--- config.mk ---
export PLATFORM = sky130hd
export DESIGN_NAME = sha256_counter_mode_prg
export DESIGN_NICKNAME = d
export VERILOG_FILES = /design/src/hw/rtl/scmp_pkg.sv /design/src/hw/rtl/scmp_round.sv /design/src/hw/rtl/sha256_counter_mode_prg.sv
export VERILOG_INCLUDE_DIRS = /design/src /design/src/hw/rtl
export SDC_FILE = /design/constraint.sdc
export NUM_CORES = 2
export LEC_CHECK = 0
export ABC_AREA = 1
export BUFFER_PORTS_ARGS = -buffer_cell sky130_fd_sc_hd__buf_2
export CAP_MARGIN = 20
export CORE_MARGIN = 2
export CORE_UTILIZATION = 30
export DETAILED_ROUTE_END_ITERATION = 10
export GPL_ROUTABILITY_DRIVEN = 0
export PLACE_DENSITY_LB_ADDON = 0.05
export SYNTH_ARGS = -nofsm -noshare
export SYNTH_HDL_FRONTEND = slang
export SYNTH_SLANG_ARGS = --single-unit
--- constraint.sdc ---
create_clock -name clock -period 35.3 [get_ports clock]
set_input_delay 3.53 -clock clock [delete_from_list [all_inputs] [get_ports clock]]
set_output_delay 3.53 -clock clock [all_outputs]
set_load 0.005 [all_outputs]
--- src/hw/rtl/sha256_counter_mode_prg_defines.svh ---
// assertion macros for the keystream generator
`ifndef SHA256_COUNTER_MODE_PRG_DEFINES_SVH
`define SHA256_COUNTER_MODE_PRG_DEFINES_SVH
`ifndef NO_ASSERTIONS
`define SCP_ASSERT_IMPL(label, clk, rst, ante, cons) \
   label: assert property (@(posedge clk) disable iff (rst) (ante) |-> (cons)) \
      else $error("check failed");
`define SCP_ASSERT_NEXT(label, clk, rst, ante, cons) \
   label: assert property (@(posedge clk) disable iff (rst) (ante) |=> (cons)) \
      else $error("check failed");
`else
`define SCP_ASSERT_IMPL(label, clk, rst, ante, cons)
`define SCP_ASSERT_NEXT(label, clk, rst, ante, cons)
`endif
`endif

--- src/hw/rtl/scmp_pkg.sv ---
package scmp_pkg;
   localparam int MaxRequestBytes = 32;
   localparam int BlockBytes = 32;
   localparam logic [63:0] MsgBits = 64'd320;
   localparam int CsrAddrWidth = 5;
   localparam logic [CsrAddrWidth-1:0] AddrKey0 = 5'd0;
   localparam logic [CsrAddrWidth-1:0] AddrKey1 = 5'd8;
   localparam logic [CsrAddrWidth-1:0] AddrKey2 = 5'd16;
   localparam logic [CsrAddrWidth-1:0] AddrKey3 = 5'd24;
   localparam logic ModeProduce = 1'b0;
   localparam logic ModeRestart = 1'b1;

   typedef struct packed {
      logic start;
      logic done;
   } hash_ctl_type;

   function automatic logic [31:0] round_k(input logic [5:0] i);
      logic [31:0] k;
      case (i)
         6'd0: k = 32'h428a2f98; 6'd1: k = 32'h71374491; 6'd2: k = 32'hb5c0fbcf;
         6'd3: k = 32'he9b5dba5; 6'd4: k = 32'h3956c25b; 6'd5: k = 32'h59f111f1;
         6'd6: k = 32'h923f82a4; 6'd7: k = 32'hab1c5ed5; 6'd8: k = 32'hd807aa98;
         6'd9: k = 32'h12835b01; 6'd10: k = 32'h243185be; 6'd11: k = 32'h550c7dc3;
         6'd12: k = 32'h72be5d74; 6'd13: k = 32'h80deb1fe; 6'd14: k = 32'h9bdc06a7;
         6'd15: k = 32'hc19bf174; 6'd16: k = 32'he49b69c1; 6'd17: k = 32'hefbe4786;
         6'd18: k = 32'h0fc19dc6; 6'd19: k = 32'h240ca1cc; 6'd20: k = 32'h2de92c6f;
         6'd21: k = 32'h4a7484aa; 6'd22: k = 32'h5cb0a9dc; 6'd23: k = 32'h76f988da;
         6'd24: k = 32'h983e5152; 6'd25: k = 32'ha831c66d; 6'd26: k = 32'hb00327c8;
         6'd27: k = 32'hbf597fc7; 6'd28: k = 32'hc6e00bf3; 6'd29: k = 32'hd5a79147;
         6'd30: k = 32'h06ca6351; 6'd31: k = 32'h14292967; 6'd32: k = 32'h27b70a85;
         6'd33: k = 32'h2e1b2138; 6'd34: k = 32'h4d2c6dfc; 6'd35: k = 32'h53380d13;
         6'd36: k = 32'h650a7354; 6'd37: k = 32'h766a0abb; 6'd38: k = 32'h81c2c92e;
         6'd39: k = 32'h92722c85; 6'd40: k = 32'ha2bfe8a1; 6'd41: k = 32'ha81a664b;
         6'd42: k = 32'hc24b8b70; 6'd43: k = 32'hc76c51a3; 6'd44: k = 32'hd192e819;
         6'd45: k = 32'hd6990624; 6'd46: k = 32'hf40e3585; 6'd47: k = 32'h106aa070;
         6'd48: k = 32'h19a4c116; 6'd49: k = 32'h1e376c08; 6'd50: k = 32'h2748774c;
         6'd51: k = 32'h34b0bcb5; 6'd52: k = 32'h391c0cb3; 6'd53: k = 32'h4ed8aa4a;
         6'd54: k = 32'h5b9cca4f; 6'd55: k = 32'h682e6ff3; 6'd56: k = 32'h748f82ee;
         6'd57: k = 32'h78a5636f; 6'd58: k = 32'h84c87814; 6'd59: k = 32'h8cc70208;
         6'd60: k = 32'h90befffa; 6'd61: k = 32'ha4506ceb; 6'd62: k = 32'hbef9a3f7;
         6'd63: k = 32'hc67178f2;
         default: k = 32'h0;
      endcase
      return k;
   endfunction

   function automatic logic [255:0] init_h();
      return {32'h6a09e667, 32'hbb67ae85, 32'h3c6ef372, 32'ha54ff53a,
              32'h510e527f, 32'h9b05688c, 32'h1f83d9ab, 32'h5be0cd19};
   endfunction
endpackage

--- src/hw/rtl/scmp_round.sv ---
module scmp_round
   import scmp_pkg::*;
(
   input  logic         clock,
   input  logic         reset,
   input  hash_ctl_type ctl_in,
   input  logic [511:0] msg_in,
   output logic         busy_out,
   output hash_ctl_type status_out,
   output logic [255:0] digest_out
);
   logic         busy_ff, busy_in;
   logic         done_ff, done_in;
   logic [5:0]   round_ff, round_in;
   logic [511:0] w_ff, w_in;
   logic [255:0] st_ff, st_in;
   logic [255:0] dig_ff, dig_in;
   logic [31:0]  a, b, c, d, e, f, g, h, t1, t2, s0, s1, ws0, ws1, wnew;
   logic [255:0] hi;

   // unpack working state and schedule terms
   always_comb begin
      {a, b, c, d, e, f, g, h} = st_ff;
      s1 = {e[5:0], e[31:6]} ^ {e[10:0], e[31:11]} ^ {e[24:0], e[31:25]};
      s0 = {a[1:0], a[31:2]} ^ {a[12:0], a[31:13]} ^ {a[21:0], a[31:22]};
      t1 = h + s1 + ((e & f) ^ (~e & g)) + round_k(round_ff) + w_ff[511:480];
      t2 = s0 + ((a & b) ^ (a & c) ^ (b & c));
      ws0 = {w_ff[454:448], w_ff[479:455]} ^ {w_ff[465:448], w_ff[479:466]}
            ^ {3'b000, w_ff[479:451]};
      ws1 = {w_ff[48:32], w_ff[63:49]} ^ {w_ff[50:32], w_ff[63:51]}
            ^ {10'b0, w_ff[63:42]};
      wnew = w_ff[511:480] + ws0 + w_ff[223:192] + ws1;
      hi = init_h();
   end

   // one round per cycle
   always_comb begin
      busy_in = busy_ff;
      done_in = 1'b0;
      round_in = round_ff;
      w_in = w_ff;
      st_in = st_ff;
      dig_in = dig_ff;
      if (ctl_in.start && !busy_ff) begin
         busy_in = 1'b1;
         round_in = '0;
         w_in = msg_in;
         st_in = hi;
      end else if (busy_ff) begin
         st_in = {t1 + t2, a, b, c, d + t1, e, f, g};
         w_in = {w_ff[479:0], wnew};
         round_in = round_ff + 6'd1;
         if (round_ff == 6'd63) begin
            busy_in = 1'b0;
            done_in = 1'b1;
            dig_in = {hi[255:224] + t1 + t2, hi[223:192] + a, hi[191:160] + b,
                      hi[159:128] + c, hi[127:96] + d + t1, hi[95:64] + e,
                      hi[63:32] + f, hi[31:0] + g};
         end
      end
   end

   always_ff @(posedge clock) begin
      if (reset) begin
         busy_ff <= 1'b0;
         done_ff <= 1'b0;
      end else begin
         busy_ff <= busy_in;
         done_ff <= done_in;
      end
      round_ff <= round_in;
      w_ff <= w_in;
      st_ff <= st_in;
      dig_ff <= dig_in;
   end

   assign busy_out = busy_ff;
   assign status_out = '{start: 1'b0, done: done_ff};
   assign digest_out = dig_ff;
endmodule

--- src/hw/rtl/sha256_counter_mode_prg.sv ---
// channel | ports          | content
// request | req_t*         | tdata: mode, byte_count
// result  | rsp_t*         | tdata: data_byte; tlast: last_byte
// config  | csr_p*         | four 64-bit key registers at 8*i
// a request emits its bytes from the cached digest; when the cache is used up,
// a fresh block is launched into the one-round-per-cycle unit and its digest cached
// a restart or zero request is taken without leaving idle; reset clears the counter and marks the cache used up
// a stalled result holds the sequencer; no request is taken while busy
`include "sha256_counter_mode_prg_defines.svh"
module sha256_counter_mode_prg
   import scmp_pkg::*;
#(
   parameter int MAX_REQUEST_BYTES = MaxRequestBytes
) (
   input  logic        clock,
   input  logic        reset,
   input  logic        req_tvalid,
   output logic        req_tready,
   input  logic [7:0]  req_tdata,   // mode, byte_count[6:1]
   output logic        rsp_tvalid,
   input  logic        rsp_tready,
   output logic [7:0]  rsp_tdata,   // data_byte
   output logic        rsp_tlast,   // last_byte
   input  logic        csr_psel,
   input  logic        csr_penable,
   input  logic        csr_pwrite,
   input  logic [CsrAddrWidth-1:0] csr_paddr,
   input  logic [63:0] csr_pwdata,
   output logic [63:0] csr_prdata,
   output logic        csr_pready
);
   localparam int CntW = $clog2(MAX_REQUEST_BYTES + 1);

   typedef enum logic [3:0] {
      StIdle = 4'b0001, StHash = 4'b0010, StEmit = 4'b0100, StWait = 4'b1000
   } state_type;

   state_type    state_ff, state_in;
   logic [63:0]  key_ff [4];
   logic [63:0]  ctr_ff, ctr_in;
   logic [5:0]   used_ff, used_in;
   logic [CntW-1:0] left_ff, left_in;
   logic [255:0] cache_ff, cache_in;
   logic [7:0]   byte_ff, byte_in;
   logic         last_ff, last_in;
   logic         vld_ff, vld_in;
   hash_ctl_type hctl, hstat;
   logic         hbusy;
   logic [255:0] digest;
   logic [511:0] msg;
   logic [5:0]   req_cnt;
   logic         csr_wr;
   logic [63:0]  ctr_le;

   assign csr_pready = 1'b1;
   assign csr_wr = csr_psel && csr_penable && csr_pwrite;

   // key registers
   always_ff @(posedge clock) begin
      if (reset) begin
         for (int i = 0; i < 4; i++) key_ff[i] <= '0;
      end else if (csr_wr) begin
         case (csr_paddr)
            AddrKey0: key_ff[0] <= csr_pwdata;
            AddrKey1: key_ff[1] <= csr_pwdata;
            AddrKey2: key_ff[2] <= csr_pwdata;
            AddrKey3: key_ff[3] <= csr_pwdata;
            default: ;
         endcase
      end
   end

   // register readback
   always_comb begin
      case (csr_paddr)
         AddrKey0: csr_prdata = key_ff[0];
         AddrKey1: csr_prdata = key_ff[1];
         AddrKey2: csr_prdata = key_ff[2];
         AddrKey3: csr_prdata = key_ff[3];
         default: csr_prdata = '0;
      endcase
   end

   // padded message block
   always_comb begin
      for (int i = 0; i < 8; i++) ctr_le[63-8*i -: 8] = ctr_ff[8*i +: 8];
      msg = {key_ff[0], key_ff[1], key_ff[2], key_ff[3], ctr_le, 8'h80,
             120'b0, MsgBits};
   end

   scmp_round u_round (
      .clock(clock), .reset(reset), .ctl_in(hctl), .msg_in(msg),
      .busy_out(hbusy), .status_out(hstat), .digest_out(digest)
   );

   assign req_cnt = req_tdata[6:1];
   assign req_tready = (state_ff == StIdle);
   assign rsp_tvalid = vld_ff;
   assign rsp_tdata = byte_ff;
   assign rsp_tlast = last_ff;

   // sequencer
   always_comb begin
      state_in = state_ff;
      ctr_in = ctr_ff;
      used_in = used_ff;
      left_in = left_ff;
      cache_in = cache_ff;
      byte_in = byte_ff;
      last_in = last_ff;
      vld_in = vld_ff;
      hctl = '{start: 1'b0, done: 1'b0};
      if (vld_ff && rsp_tready) vld_in = 1'b0;
      case (state_ff)
         StIdle: begin
            if (req_tvalid) begin
               if (req_tdata[0] == ModeRestart) begin
                  ctr_in = '0;
                  used_in = 6'(BlockBytes);
               end else if (req_cnt != 6'd0) begin
                  left_in = (32'(req_cnt) > MAX_REQUEST_BYTES) ?
                     CntW'(MAX_REQUEST_BYTES) : CntW'(req_cnt);
                  state_in = StEmit;
               end
            end
         end
         StEmit: begin
            if (!vld_ff || rsp_tready) begin
               if (used_ff[5]) begin
                  hctl.start = 1'b1;
                  state_in = StHash;
               end else begin
                  byte_in = cache_ff[255 - 8*used_ff[4:0] -: 8];
                  last_in = (left_ff == CntW'(1));
                  vld_in = 1'b1;
                  used_in = used_ff + 6'd1;
                  left_in = left_ff - CntW'(1);
                  if (left_ff == CntW'(1)) state_in = StWait;
               end
            end
         end
         StHash: begin
            if (hstat.done) begin
               cache_in = digest;
               ctr_in = ctr_ff + 64'd1;
               used_in = '0;
               state_in = StEmit;
            end
         end
         StWait: begin
            if (!vld_ff || rsp_tready) state_in = StIdle;
         end
         default: state_in = StIdle;
      endcase
   end

   always_ff @(posedge clock) begin
      if (reset) begin
         state_ff <= StIdle;
         ctr_ff <= '0;
         used_ff <= 6'(BlockBytes);
         vld_ff <= 1'b0;
         left_ff <= '0;
      end else begin
         state_ff <= state_in;
         ctr_ff <= ctr_in;
         used_ff <= used_in;
         vld_ff <= vld_in;
         left_ff <= left_in;
      end
      cache_ff <= cache_in;
      byte_ff <= byte_in;
      last_ff <= last_in;
   end

   // checks
   `SCP_ASSERT_IMPL(a_no_req_busy, clock, reset, hbusy, !req_tready)
   `SCP_ASSERT_IMPL(a_used_range, clock, reset, 1'b1, used_ff <= 6'(BlockBytes))
   `SCP_ASSERT_NEXT(a_done_emit, clock, reset, hstat.done, state_ff == StEmit)
endmodule

==> impl_metrics.csv <==
group,metric,value,unit
status,status,"finished clean",
placed_design,port_buffers,157,
floorplanning,floorplan.io_pins,160,
route,via_count,72088,
setup_path,crit_type,"primary input to output pin",
logic_synthesis,synth_edf_count,1097,
floorplanning,core,302500,um^2
logic_synthesis,synth-seq-cells,1666,
run,cap_violations,0,
final_layout,layout_common_cells,"nand2_1, inv_1, edfxtp_1, nor2_1, o21ai_0",
setup_path,crit_path_max_fanout,35,
clocking,clock_tree.root_cell,"clkbuf_16",
logic_synthesis,ys.flop_type,"edfxtp_1",
sta,hold_violations,0,
setup_path,crit_arrival,5.82,ns
final_layout,drive_above_1_share,6.104,%
final_layout,utilization,33.94,%
floorplanning,dieArea,308100,um^2
floorplanning,rows,202,
clocking,cts_tree,"done",
min_path,hp-class,"flop to flop",
logic_synthesis,postSynthNetCount,10962,
final_layout,final_common_cell,"nand2_1",
grt,antenna_found_initial,14,
route,via_per_inst,4.943,
clocking,numCtsBuffers,203,
logic_synthesis,seq_area_frac_synth,48.66,%
grt,grt_pass1_vias,71158,
logic_synthesis,postSynthAreaPerCell,8.745,um^2
sta,final-max-slew-violation-count,0,
grt,grt_overflow_total,0,
setup_path,setup.worst_path.start_class,"primary input",
setup_path,cp_data_required_time,31.77,ns
final_layout,area_growth,12.68,%
sta,holdWs,0.3805,ns
final_layout,multi_input_area,38730,um^2
sta,fin_tns_setup,0,ns
route,drc,0,
sta,worst_pin_slew,1.187,ns
grt,grt_max_degree,185,
logic_synthesis,synth_cell_type_count,72,
final_layout,fin_area,102700,um^2
grt,grt_pass1_wl,511500,um
floorplanning,die_h,555.1,um
setup_path,cp-end-kind,"output pin",
sta,final.setup_skew,0.1010,ns
logic_synthesis,syn_area,91110,um^2
placed_design,place_area,96020,um^2
floorplanning,start_util,30.12,%
route,routedWlPerCell,24.49,um
route,wirelength,357100,um
sta,min_period,9.349,ns
clocking,h-tree-depth,4,
sta,fmax,107.0,MHz
sta,setup_violations,0,
clocking,insertion_delay,0.90,ns
route,drt_first_pass_iters,8,
final_layout,layout.nets,10978,
placed_design,dpl.hpwl,265300,um
sta,rsz0062_at_grt,"false",
floorplanning,die_w,555.1,um
logic_synthesis,ys.warnings.count,0,
sta,timing.final.crit_share,26.49,%
clocking,clock-sinks,1666,
logic_synthesis,syn_inst,10418,
clocking,clk_pin_slew,0.06,ns
route,drtIter0Drc,6816,
logic_synthesis,async_flop_share,0,%
grt,grt.total_usage,22.65,%
clocking,ctsHoldBuffers,0,
clocking,cts_setup_buffers,0,
clocking,post_cts_resize_count,0,
final_layout,regArea,44340,um^2
clocking,clockBufferDepth,4,
sta,max_slew_margin,20.84,%
route,ant_nets,0,
final_layout,fillers,31452,
==> critical path, stage by stage <==
cell	delay [ns]
buf_2	0.10
nor2_1	0.14
nand2_1	0.12
nor2_4	0.08
buf_4	0.51
buf_4	0.60
inv_1	0.18
o22ai_1	0.25
a221o_1	0.16
buf_2	0.12
==> layer usage <==
metal  vias to the layer above  routed length, um  global-route usage (%)
li1                      34350                  -                       -
met1                     35278             160000                   30.40
met2                      2011             170400                   38.34
met3                       447              16250                   2.604
met4                         2              10510                   6.242
met5                         -                  8                       0
==> flip-flops by register name, summed over array words and instances (netlist names), named ones only <==
| name | cells |
|---|---|
| rsp_tvalid | 1 |
| used_ff | 6 |
| ctr_ff | 64 |
| u_round.round_ff | 6 |
| u_round.busy_out | 1 |
| u_round.st_ff | 256 |
| rsp_tlast | 1 |
| left_ff | 6 |
| cache_ff | 256 |
| u_round.w_ff | 512 |
| rsp_tdata | 8 |
| key_ff | 256 |
| state_ff | 4 |
| u_round.digest_out | 256 |
| u_round.done_ff | 1 |
==> path summary, 6_finish.rpt <==
check | from | end | slack (ns) | cells past startpoint
max | csr_paddr[1] | csr_prdata[49] | 25.95 | 10
min | u_round.digest_out[204] | cache_ff[204] | 0.38 | 0
max reg2reg | u_round.st_ff[126] | u_round.digest_out[127] | 27.35 | 27
min reg2reg | u_round.digest_out[204] | cache_ff[204] | 0.38 | 0
==> logic make-up after synthesis <==
kind of cell | synth area share, %
adder cells (fa/ha/maj) | 7.866
AO/OA/AOI/OAI | 13.29
flip-flops | 48.66
XOR/XNOR | 5.382
other | 0.004116
buffers and inverters | 8.996
AND/OR/NAND/NOR | 15.80
==> Yosys cell counts, drive strengths merged, types with 11 or more instances <==
master	n	share of area, %
a21o	26	0.21
nor3	104	0.63
nor4	32	0.22
o21ai	947	5.2
a31oi	32	0.22
o21bai	28	0.23
o31ai	11	0.091
inv	1692	7.0
dfxtp	569	13
a211oi	12	0.099
fa	188	4.1
o22ai	135	0.93
a21oi	460	2.5
a221o	65	0.71
a21boi	14	0.12
nand3b	17	0.14
nor2	938	3.9
edfxtp	1097	36
o221ai	40	0.38
nand2	1999	8.3
xnor2	155	1.5
o21a	20	0.16
or2	15	0.10
o211ai	49	0.40
clkbuf	323	1.3
a22o	88	0.85
xor2	404	3.9
a22oi	91	0.75
nand4	87	0.60
ha	272	3.7
buf	114	0.66
nand3	328	1.8
==> layout make-up <==
| class | count | area share [%] |
|---|---|---|
| diodes | 6 | 0.01462 |
| clock buffers | 279 | 5.583 |
| clock inverters | 92 | 0.8567 |
| inverters | 1701 | 6.245 |
| multi-input cells | 6614 | 37.73 |
| flip-flops and latches | 1666 | 43.19 |
| well taps | 3978 | 4.848 |
| repair buffers | 248 | 1.536 |
==> metrics by stage <==
stage / worst slack (ns) / cells
3_5_place_dp: 25.96 / 14206
2_1_floorplan: 21.53 / 10418
3_3_place_gp: 25.51 / 14202
6_report: 25.95 / 14584
5_1_grt: 25.83 / 14579
4_1_cts: 25.95 / 14577
Power is left out: the tool's default activity adds up to more than one toggle a clock period on the data nets, which glitch-free logic cannot reach.
